[src/design/rs_pkg.sv]
// shared constants, types and state encodings of the reservoir sampler
// no dependencies
`timescale 1ns / 1ps
`default_nettype none

package rs_pkg;

    localparam int SLOTS  = 64;
    localparam int SLOT_W = 6;
    localparam int SIZE_W = 7;
    localparam int TAG_W  = 32;
    localparam int SEEN_W = 32;

    localparam int MT_N   = 624;
    localparam int MT_M   = 397;
    localparam int MT_AW  = 10;

    localparam logic [31:0] MT_DEFAULT_SEED = 32'd5489;
    localparam logic [31:0] MT_INIT_MULT    = 32'd1812433253;
    localparam logic [31:0] MT_MATRIX       = 32'h9908B0DF;

    localparam logic [SIZE_W-1:0] SIZE_RESET = 7'd1;

    typedef enum logic [0:0] {
        REG_SAMPLE_SIZE = 1'b0,
        REG_RNG_SEED    = 1'b1
    } reg_index_t;

    typedef enum logic [0:0] {
        OP_OFFER = 1'b0,
        OP_FLUSH = 1'b1
    } op_t;

    typedef enum logic [1:0] {
        D_IDLE,
        D_MID,
        D_MIX
    } draw_state_t;

    typedef enum logic [2:0] {
        S_IDLE,
        S_DRAW,
        S_DIV,
        S_EMIT,
        S_FLUSH_RD,
        S_FLUSH_OUT
    } ctrl_state_t;

    typedef struct packed {
        logic seed_load;
        logic draw_req;
    } tw_ctrl_t;

    typedef struct packed {
        logic busy;
        logic word_valid;
    } tw_stat_t;

endpackage

`default_nettype wire

[src/design/rs_divider.sv]
// radix-2 restoring remainder unit, two lanes sharing one dividend:
// r mod (seen+1) and r mod size, one bit per cycle; uses rs_pkg
`timescale 1ns / 1ps
`default_nettype none

module rs_divider (
    input  wire logic                        clk,
    input  wire logic                        rst_n,
    input  wire logic                        start,
    input  wire logic [31:0]                 dividend,
    input  wire logic [32:0]                 modulus,
    input  wire logic [rs_pkg::SIZE_W-1:0]   size,
    output logic                             done,
    output logic      [32:0]                 rem_seen,
    output logic      [rs_pkg::SIZE_W-1:0]   rem_size
);
    import rs_pkg::*;

    logic              busy_reg;
    logic              done_reg;
    logic [4:0]        cnt_reg;
    logic [31:0]       quo_reg;
    logic [32:0]       r1_reg;
    logic [SIZE_W-1:0] r2_reg;
    logic [32:0]       d1_reg;
    logic [SIZE_W-1:0] d2_reg;

    logic [33:0]       t1;
    logic [SIZE_W:0]   t2;
    logic [32:0]       r1_next;
    logic [SIZE_W-1:0] r2_next;

    always_comb
    begin
        t1 = {r1_reg, quo_reg[31]};
        t2 = {r2_reg, quo_reg[31]};
        if (t1 >= {1'b0, d1_reg})
        begin
            r1_next = 33'(t1 - {1'b0, d1_reg});
        end
        else
        begin
            r1_next = t1[32:0];
        end
        if (t2 >= {1'b0, d2_reg})
        begin
            r2_next = SIZE_W'(t2 - {1'b0, d2_reg});
        end
        else
        begin
            r2_next = t2[SIZE_W-1:0];
        end
    end

    always_ff @(posedge clk or negedge rst_n)
    begin
        if (!rst_n)
        begin
            busy_reg <= 1'b0;
            done_reg <= 1'b0;
            cnt_reg  <= '0;
        end
        else
        begin
            done_reg <= !start && busy_reg && (cnt_reg == 5'd31);
            if (start)
            begin
                busy_reg <= 1'b1;
                cnt_reg  <= '0;
            end
            else if (busy_reg)
            begin
                cnt_reg <= cnt_reg + 1'b1;
                if (cnt_reg == 5'd31)
                begin
                    busy_reg <= 1'b0;
                end
            end
        end
    end

    always_ff @(posedge clk)
    begin
        if (start)
        begin
            quo_reg <= dividend;
            r1_reg  <= '0;
            r2_reg  <= '0;
            d1_reg  <= modulus;
            d2_reg  <= size;
        end
        else if (busy_reg)
        begin
            quo_reg <= {quo_reg[30:0], 1'b0};
            r1_reg  <= r1_next;
            r2_reg  <= r2_next;
        end
    end

    assign done     = done_reg;
    assign rem_seen = r1_reg;
    assign rem_size = r2_reg;

endmodule

`default_nettype wire

[config.mk]
export PLATFORM = sky130hd
export DESIGN_NAME = rs_divider
export DESIGN_NICKNAME = d
export VERILOG_FILES = /design/src/design/rs_pkg.sv /design/src/design/rs_divider.sv
export SDC_FILE = /design/constraint.sdc
export NUM_CORES = 1
export LEC_CHECK = 0
export BUFFER_PORTS_ARGS = -buffer_cell sky130_fd_sc_hd__buf_2
export CORE_ASPECT_RATIO = 1.2
export CORE_MARGIN = 1
export CORE_UTILIZATION = 43
export CTS_BUF_LIST = sky130_fd_sc_hd__clkbuf_2 sky130_fd_sc_hd__clkbuf_4 sky130_fd_sc_hd__clkbuf_8
export CTS_CLUSTER_DIAMETER = 80
export DETAILED_ROUTE_END_ITERATION = 6
export PLACE_DENSITY = 0.68
export SYNTH_ARGS = -nofsm -noshare
export SYNTH_HDL_FRONTEND = slang
export SYNTH_SLANG_ARGS = --single-unit
[constraint.sdc]
create_clock -name clk -period 4.1 [get_ports clk]
set_input_delay 0.41 -clock clk [delete_from_list [all_inputs] [get_ports clk]]
set_output_delay 0.41 -clock clk [all_outputs]
set_load 0.01 [all_outputs]
==> summary.md, run 1 <==
| Metric | Value |
|---|---|
| DRT Wirelength | `approximately 15,000 um` |
| DRC | `0` |
| RSZ-0062 raised after global routing | `false` |
| H-Tree Depth | `4` |
| Leakage | `0.00373 uW` |
| Worst-path cell chain | `inv_1, ha_1, inv_1, fa_1, a211oi_2, o21ai_1, o21ai_2, o221ai_2, o41a_1, o21ai_4, nand2b_1, nor3_1, a221o_1` |
| Core ar. | `15,600 um2` |
| Hold Path Stages | `1` |
| Worst-Margin Slew | `0.849 ns` |
| Skew-Pair Late Insertion Delay | `0.44 ns` |
| Vias per std cell | `around 5.3` |
| Post-synth ARST share | `0.0588` |
| CTS root buf | `clkbuf_8` |
| Endpoints failing hold | `0` |
| Max-cap violations | `0` |
| Top cells by area, synth | `edfxtp_1, dfxtp_1, ha_1` |
| Clk slew on worst S/H paths | `0.08 ns` |
| DR pass1 iterations | `5` |
| TNS Setup | `0 ns` |
| Layout Nets | `about 910` |
| Register area | `3140 um2` |
| Mux share of post-synthesis cell area | `0.0772` |
| Pint | `about 2300 uW` |
| Gr ovfl total | `0` |
| VDD IR max | `0.000247 V` |
| Net Sw Frac | `0.255` |
| CP most frequent cell | `inv_1` |
| Post-synth top cells | `edfxtp_1, nor2_1, inv_1` |
| Net Sw Power | `779 uW` |
| Clock power frac | `0.384` |
| Mean Syn Cell Area | `10.2 um2` |
| Gates resized, CTS repair | `0` |
| Crit Path Max Fanout | `9` |
| Worst Reg-to-Reg Cells | `13` |
| Top FF cell, synth | `edfxtp_1` |
| Synth Area in Adders | `0.0822` |
| Largest stage delay, worst path | `0.43 ns` |
| Top-count cell post-synth | `edfxtp_1` |
| Synth Warn # | `0` |
| Setup crit start | `quo_reg[31]$_DFFE_PP_` |
| Synth top area share | `0.314` |
| Post-CTS Setup Repair Bufs | `0` |
| WL per Instance | `15.1 um` |
| Data required, critical path | `roughly 4.4 ns` |
| Worst clock skew | `0.0115 ns` |
| HP Class | `input port to register` |
| Critical path endpoint category | `register` |
| Largest family of logic cells by synthesized area | `compound AO/OA/AOI/OAI gates` |
| Multi-input gate area | `3400 um2` |
| Setup CP Type | `register to register` |
| Synthesized Nets | `791` |
| Crit path time final | `approximately 3.5 ns` |
| Logic pwr share | `0.156` |
| Layout cell share with drive strength beyond 1 | `0.262` |
| Rows | `50` |
| Fmax | `~0.29 GHz` |
| Die W | `around 120 um` |
| Status | `finished, final reports clean` |
| Final worst path period share | `0.846` |
| Number of flops mapped to enable cells by yosys | `72` |
| First-pass GRT wire length | `25,200 um` |
| Reg2reg start | `quo_reg[31]$_DFFE_PP_` |
| Clock sink count | `119` |
| Mapped cell area | `around 6900 um2` |
| Sequential share of power | `0.461` |
| Vias in the first global route | `5,253` |
| Cts bufs inserted | `17` |
| Initial Utilization | `0.440` |
| Post-DRT Antenna Nets | `0` |
| Routed vias | `approximately 5,300` |
| IO Count | `116` |
| Fillers | `1,477` |
| Post-synthesis sequential area ratio | `0.456` |
| First DRT Iteration DRCs | `239` |
| CP arrival | `around 3.8 ns` |
| Initial antenna violation count | `0` |
| Crit start category | `register` |
| Antenna Cells | `0` |
| Die H | `141 um` |
| Xor-xnor portion of the synthesized cell area | `0.0394` |
| GP Congestion | `0.904` |
| Synthesized instance count | `672` |
| Pwr/cell area | `377 nW/um2` |
| Largest net degree at the start of global routing | `between 60 and 70` |
| Yosys cell types | `between 60 and 70` |
| CTS tree | `done` |
| GRT Total Usage | `0.192` |
| Setup-failing EPs final | `0` |
| Area Growth Syn to Fin | `17.7%` |
| Detailed placement HPWL | `11,200 um` |
| Slew headroom | `0.434` |
| Slowest cell on crit path | `fa_1` |
| Worst Min Path Start | `modulus[11]` |
| Compound-gate portion of the synthesized area | `0.178` |
| Simple-Gate Fraction of Synth Area | `0.116` |
| Cell taking the most area after synthesis | `edfxtp_1` |
| Flops & latches, synth | `about 120` |
| I/O Buffers | `115` |
| Clock buffer depth | `2` |
| Die footprint | `16,500 um2` |
| Slew Viols, Final | `0` |
| Cell Count Post-Placement | `974` |
| Non-Filler Instances | `1,007` |
## path summary, 6_finish.rpt
check                                       endpoint  slack, ns
min in group asynchronous     cnt_reg[3]$_DFFE_PN0P_       0.35
hold / removal                  d1_reg[11]$_DFFE_PP_       0.14
setup / recovery           rem_seen[29]$_SDFFE_PP0P_       0.63
max in group asynchronous         busy_reg$_DFF_PN0_       3.57
setup reg to reg           rem_seen[29]$_SDFFE_PP0P_       0.63
hold reg to reg            rem_seen[21]$_SDFFE_PP0P_       0.49
## critical path: cells and delay by family, from the launching register on
| family | cells | cell delay, ns |
|---|---|---|
| compound gates | 7 | 1.68 |
| fa+ha+maj | 2 | 0.60 |
| simple gates | 2 | 0.51 |
| flops | 1 | 0.40 |
| buf+inv | 2 | 0.16 |
## per-layer routing
layer,vias up,GRT usage,routed length (um)
li1,2663,-,-
met1,2513,0.217,6340
met2,134,0.332,7540
met3,28,0.0607,907
met4,0,0.0870,439
met5,-,0,0
## power groups by stage
stage               combinational (uW)  sequential, uW  clock (uW)
floorplan                          333            1430           0
global placement                   471            1430           0
detailed placement                 479            1440           0
CTS                                482            1410        1200
global route                       538            1420        1260
finish                             477            1410        1170
## layout make-up
class	count	share of cell area
inverter	53	0.0245
clock inverter	10	0.0187
clock buffer	22	0.0343
sequential	119	0.387
tap	208	0.0321
multi-input combinational	469	0.420
timing repair buffer	126	0.0834
## layout by cell type, fill, tap and decap left out, types with 14 or more instances in the layout
cell      synthesis  routed
inv_1            53      53
mux2i_1          16      16
a21o_1           14      14
nor2_1           70      70
buf_2             5     114
a21oi_1          47      47
o21ai_0          34      34
clkbuf_8          0      18
edfxtp_1         72      72
ha_1             42      42
mux2_2           33      33
dfxtp_1          40      40
nand2_1          37      37
xnor2_1          20      20
## per-stage QoR
stage | instance area (um2) | power, uW | hold WS (ns) | setup slack [ns] | utilization
final | 8110 | 3060 | 0.139 | 0.631 | 0.518
after global placement | 7670 | 1900 | 0.256 | 0.755 | 0.490
after global routing | 8110 | 3210 | 0.108 | 0.359 | 0.518
after CTS | 8110 | 3090 | 0.113 | 0.648 | 0.518
after detailed placement | 7670 | 1910 | 0.260 | 0.624 | 0.490
after floorplan | 6880 | 1770 | 0.114 | 1.10 | -
## repair_timing
action / CTS / global route
endpoints found under the hold margin: 7 / 0
hold buffers: 1 / 0
endpoints found under the setup margin: 0 / 0
## logic make-up after synthesis
logic type | count (synthesis)
compound gates | 174
fa+ha+maj | 44
mux | 49
simple gates | 171
flops | 119
buf+inv | 84
xor+xnor | 31
Note: power is estimated with default switching activity, not from simulation.
==> run 2: changes to the inputs <==
PLACE_DENSITY = 0.7   (was 0.68)
clock period = 3.1 ns   (was 4.1 ns; I/O delays follow)
==> run 2 against run 1 <==
First-iteration DRC count grew 23%. Non-clock buffer count grew 30. Power grew 33%. Via count grew 1.5%. Sequential share of layout area shrank 1.3 points. Final area grew 3.4%. Routed wire length grew 4.8%. Flip-flop and latch count is the same. Largest cell class unchanged. Highest routed layer unchanged.
==> summary.md, run 2 (synthesized netlist as in run 1, its figures left out) <==
| Metric | Value |
|---|---|
| Status | `finished, final reports clean` |
| Endpoints failing hold | `0` |
| GRT Total Usage | `0.198` |
| Largest net degree at the start of global routing | `42` |
| HP Class | `input port to register` |
| Worst Setup EP | `rem_seen[5]$_SDFFE_PP0P_` |
| First-pass GRT wire length | `~26,000 um` |
| DRC | `0` |
| Setup-failing EPs final | `0` |
| Hold Slack | `approximately 0.037 ns` |
| Worst-Margin Slew | `0.695 ns` |
| Crit Path Max Fanout | `10` |
| DRT Wirelength | `16,000 um` |
| Max-cap violations | `0` |
| Antenna Cells | `0` |
| Leakage | `0.00387 uW` |
| Rows | `50` |
| Layout cell share with drive strength beyond 1 | `0.297` |
| Slew Viols, Final | `0` |
| First DRT Iteration DRCs | `just under 300` |
| VDD IR max | `0.000365 V` |
| Worst clock skew | `0.0150 ns` |
| Design Area, Final | `8380 um2` |
| Non-Filler Instances | `1,037` |
| WL per Instance | `15.4 um` |
| I/O Buffers | `~120` |
| Slew headroom | `0.535` |
| Initial Utilization | `0.440` |
| Commonest non-fill, non-tap cell in the layout | `buf_2` |
| Fillers | `~1,400` |
| Gr ovfl total | `0` |
| Data required, critical path | `3.46 ns` |
| Worst Reg-to-Reg Cells | `15` |
| Initial antenna violation count | `1` |
| Vias in the first global route | `5,272` |
| Clk slew on worst S/H paths | `0.08 ns` |
| Setup CP Type | `register to register` |
| Reg2reg start | `quo_reg[31]$_DFFE_PP_` |
| Die W | `approximately 120 um` |
| Skew-Pair Late Insertion Delay | `0.45 ns` |
| Clock sink count | `119` |
| Critical path endpoint category | `register` |
| Vias per std cell | `5.22` |
| Most frequent cells in the layout | `buf_2, edfxtp_1, nor2_1` |
| IO Count | `116` |
| Crit start category | `register` |
| Detailed placement HPWL | `between 10,000 and 15,000 um` |
| GP Congestion | `0.856` |
| Post-DRT Antenna Nets | `0` |
| Core ar. | `15,600 um2` |
| Sequential share of power | `0.458` |
| Post-Route Utilization | `0.536` |
| CP arrival | `about 3.3 ns` |
| Cts bufs inserted | `17` |
| Reg2reg end | `rem_seen[5]$_SDFFE_PP0P_` |
| H-Tree Depth | `4` |
| CTS tree | `done` |
| Final worst path period share | `0.957` |
| TNS Setup | `0 ns` |
| Net Sw Power | `1070 uW` |
| Area after DPL | `7870 um2` |
| Die footprint | `~17,000 um2` |
| Cell Count Post-Placement | `~1,000` |
| Net Sw Frac | `0.263` |
| Fmax | `0.337 GHz` |
| Pwr/cell area | `between 400 and 500 nW/um2` |
| CTS root buf | `clkbuf_8` |
| Die H | `141 um` |
| Clock buffer depth | `2` |
| Clock power frac | `0.378` |
| RSZ-0062 raised after global routing | `false` |
| Setup crit start | `quo_reg[31]$_DFFE_PP_` |
| Pint | `3000 uW` |
| Crit path time final | `2.97 ns` |
| Logic pwr share | `0.164` |
| DR pass1 iterations | `4` |
| Area Growth Syn to Fin | `21.7%` |
| Routed vias | `5,417` |
| FF-to-FF setup slack | `0.13 ns` |
| Layout Nets | `935` |
| Worst Min Path Start | `modulus[9]` |
-- run 2: critical path, stage by stage (launching register included) --
cell and delay, ns:
edfxtp_1 0.40, inv_2 0.10, ha_4 0.13, inv_1 0.05, fa_2 0.37, a211oi_2 0.22, o21ai_1 0.10, o21ai_2 0.09
o221ai_2 0.14, o41a_1 0.43, o21ai_4 0.18, buf_4 0.14, buf_4 0.17, nand2_1 0.07, o31a_1 0.11, a211oi_2 0.20
-- run 2: how the worst min path moves through the flow --
stage | end | slack, ns | cells after the start
after detailed placement | cnt_reg[4]$_DFFE_PN0P_ | 0.15 | 1
after floorplan | busy_reg$_DFF_PN0_ | 0.01 | 0
after global placement | cnt_reg[4]$_DFFE_PN0P_ | 0.15 | 1
after global routing | d1_reg[9]$_DFFE_PP_ | 0.01 | 1
final | d1_reg[9]$_DFFE_PP_ | 0.04 | 1
after CTS | d1_reg[20]$_DFFE_PP_ | 0.01 | 1
-- run 2: what timing repair did --
| item | CTS | global route |
|---|---|---|
| setup endpoints to repair | 3 | 28 |
| hold buffers | 1 | 0 |
| buffers inserted | 0 | 3 |
| pin swaps | 0 | 6 |
| hold endpoints to repair | 7 | 0 |
| resized for setup | 3 | 9 |
-- run 2: power groups by stage --
| stage | combinational, uW | clock [uW] | sequential [uW] |
|---|---|---|---|
| 2_1_floorplan | 441 | 0 | 1900 |
| 3_5_place_dp | 661 | 0 | 1900 |
| 5_1_grt | 754 | 1630 | 1880 |
| 6_report | 668 | 1540 | 1860 |
| 4_1_cts | 666 | 1570 | 1860 |
| 3_3_place_gp | 651 | 0 | 1900 |
-- run 2: final cells by class --
cell class,count,area [um2],area share
multi-input combinational,469,3440,0.411
sequential,119,3140,0.375
timing repair buffer,156,913,0.109
tap,208,260,0.0311
clock buffer,18,241,0.0288
inverter,53,199,0.0237
clock inverter,14,183,0.0218
-- run 2: metrics by stage --
step,worst slack (ns),total power (uW)
after floorplan,0.105,2340
after detailed placement,-0.0570,2560
final,0.133,4070
after CTS,0.0512,4100
after global routing,0.000860,4260
after global placement,-0.100,2550
-- run 2: layer usage --
| layer | track usage | wire length (um) |
|---|---|---|
| met4 | 0.0722 | 278 |
| met3 | 0.0583 | 935 |
| met5 | 0 | 0 |
| met2 | 0.354 | 8100 |
| met1 | 0.222 | 6650 |
==> run 3: changes to the inputs <==
PLACE_DENSITY = 0.64   (was 0.7)
==> run 3 against run 2 <==
Cell count is 0.19% lower. Critical path depth is 1 lower. Worst hold slack hardly changed. Die area stayed put. Routed wire length is 1.6% higher. Maximum frequency is 1.9% lower. Global-route usage is 0.18 points higher. Clock-buffer cell count is 1 higher. Flip-flop and latch count stayed put. Critical endpoint is now rem_seen[6]$_SDFFE_PP0P_. Combinational power hardly changed. Clock power is 4% lower. Largest cell class unchanged.
==> summary.md, run 3 (synthesized netlist as in run 1, its figures left out) <==
| Metric | Value |
|---|---|
| Status | `finished, final reports clean` |
| Reg2reg start | `quo_reg[31]$_DFFE_PP_` |
| Vias per std cell | `5.26` |
| Crit path time final | `3.02 ns` |
| GRT Total Usage | `0.199` |
| Clock sink count | `around 120` |
| VDD IR max | `0.000306 V` |
| Slew headroom | `0.516` |
| Post-DRT Antenna Nets | `0` |
| First DRT Iteration DRCs | `between 200 and 300` |
| H-Tree Depth | `4` |
| DRT Wirelength | `approximately 16,000 um` |
| Reg2reg end | `rem_seen[6]$_SDFFE_PP0P_` |
| Crit Path Max Fanout | `4` |
| Final worst path period share | `0.976` |
| GP Congestion | `around 0.9` |
| Crit start category | `register` |
| Leakage | `between 0.003 and 0.004 uW` |
| Worst clock skew | `between 0.01 and 0.015 ns` |
| Antenna Cells | `0` |
| Endpoints failing hold | `0` |
| CTS tree | `done` |
| Area Growth Syn to Fin | `21.4%` |
| Area after DPL | `approximately 7800 um2` |
| Most frequent cells in the layout | `buf_2, edfxtp_1, nor2_1` |
| Detailed placement HPWL | `roughly 12,000 um` |
| Worst-Margin Slew | `0.725 ns` |
| IO Count | `around 120` |
| Critical path endpoint category | `register` |
| FF-to-FF setup slack | `0.08 ns` |
| Clk slew on worst S/H paths | `0.07 ns` |
| CTS root buf | `clkbuf_8` |
| RSZ-0062 raised after global routing | `true` |
| Slew Viols, Final | `0` |
| Worst Reg-to-Reg Cells | `14` |
| Routed vias | `roughly 5,400` |
| Total Power | `4020 uW` |
| HP Class | `input port to register` |
| WL per Instance | `15.7 um` |
| Largest stage delay, worst path | `between 0.4 and 0.5 ns` |
| DR pass1 iterations | `4` |
| Design Area, Final | `8360 um2` |
| Gr ovfl total | `0` |
| Vias in the first global route | `5,464` |
| Worst Setup EP | `rem_seen[6]$_SDFFE_PP0P_` |
| First-pass GRT wire length | `26,300 um` |
| Skew-Pair Late Insertion Delay | `0.45 ns` |
| CP arrival | `3.34 ns` |
| Setup crit start | `quo_reg[31]$_DFFE_PP_` |
| DRC | `0` |
| Die footprint | `16,500 um2` |
| Clock buffer depth | `2` |
| Worst-path cell chain | `inv_2, ha_4, inv_2, fa_2, a211oi_2, o21ai_1, o21ai_2, o221ai_2, o41a_1, o21ai_4, buf_6, mux2_4, mux2i_1, nor2_1` |
| Max-cap violations | `0` |
| Post-Route Utilization | `0.534` |
| Core ar. | `15,600 um2` |
| Pwr/cell area | `481 nW/um2` |
| Die H | `141 um` |
| Commonest non-fill, non-tap cell in the layout | `buf_2` |
| Data required, critical path | `between 3 and 4 ns` |
| TNS Setup | `0 ns` |
| Setup CP Type | `register to register` |
| Initial Utilization | `0.440` |
| Largest net degree at the start of global routing | `41` |
| CP most frequent cell | `inv_2` |
| Rows | `50` |
| Cts bufs inserted | `17` |
| Setup-failing EPs final | `0` |
| Slowest cell on crit path | `o41a_1` |
| Layout cell share with drive strength beyond 1 | `0.301` |
| Initial antenna violation count | `0` |
| Fmax | `~0.33 GHz` |
| I/O Buffers | `115` |
| Layout Nets | `slightly above 900` |
| Die W | `118 um` |
==> run 3: changes by cell type in the layout (fill, tap and decap cells not counted), sizes merged <==
cell	change
buf	-2
bufinv	-1
clkbuf	+1
clkinv	-1
inv	+1
==> run 3: worst max-delay path, delay by kind of cell (launching register included) <==
family | cells | cell delay [ns]
simple gates | 1 | 0.07
fa+ha+maj | 2 | 0.51
compound gates | 6 | 1.15
mux | 2 | 0.45
flops | 1 | 0.42
buf+inv | 3 | 0.28
==> run 3: routing by layer <==
| metal | vias to the layer above | GRT usage | wire, um |
|---|---|---|---|
| li1 | 2726 | - | - |
| met1 | 2550 | 0.226 | 6790 |
| met2 | 143 | 0.352 | 8090 |
| met3 | 29 | 0.0510 | 903 |
| met4 | 0 | 0.0911 | 430 |
| met5 | - | 0 | 0 |
==> run 3: cell type report <==
type / count / area [um2]
Clock buffer: 19 / 262
Clock inverter: 13 / 153
Sequential cell: 119 / 3140
Timing Repair Buffer: 154 / 888
Multi-Input combinational cell: 469 / 3460
Tap cell: 208 / 260
Inverter: 53 / 199
Fill cell: 1439 / 7280
==> run 3: metrics by stage <==
stage / std cells / hold slack, ns / worst slack [ns]
2_1_floorplan: 672 / 0.0144 / 0.105
3_3_place_gp: 999 / 0.149 / 0.0510
5_1_grt: 1035 / 0.00505 / -0.108
3_5_place_dp: 999 / 0.152 / -0.0444
6_report: 1035 / 0.0373 / 0.0753
4_1_cts: 1032 / 0.00967 / -0.00244
==> run 3: power by group <==
group          switching [uW]  internal (uW)
logic                     361            311
clock network             655            830
registers                57.4           1810
total                    1070           2950
==> run 3: repair_timing <==
item / in CTS / in global routing
endpoints found under the setup margin: 11 / 39
hold buffers: 1 / 0
pin swaps: 0 / 9
endpoints found under the hold margin: 7 / 0
setup buffers: 0 / 3
gates resized for setup: 1 / 19
==> run 3: worst min path at each step <==
stage | startpoint | to | depth (start not counted)
finish | modulus[3] | d1_reg[3]$_DFFE_PP_ | 1
global route | modulus[1] | d1_reg[1]$_DFFE_PP_ | 1
CTS | modulus[12] | d1_reg[12]$_DFFE_PP_ | 1
detailed placement | rst_n | done$_DFF_PN0_ | 1
global placement | rst_n | done$_DFF_PN0_ | 1
floorplan | rst_n | busy_reg$_DFF_PN0_ | 0
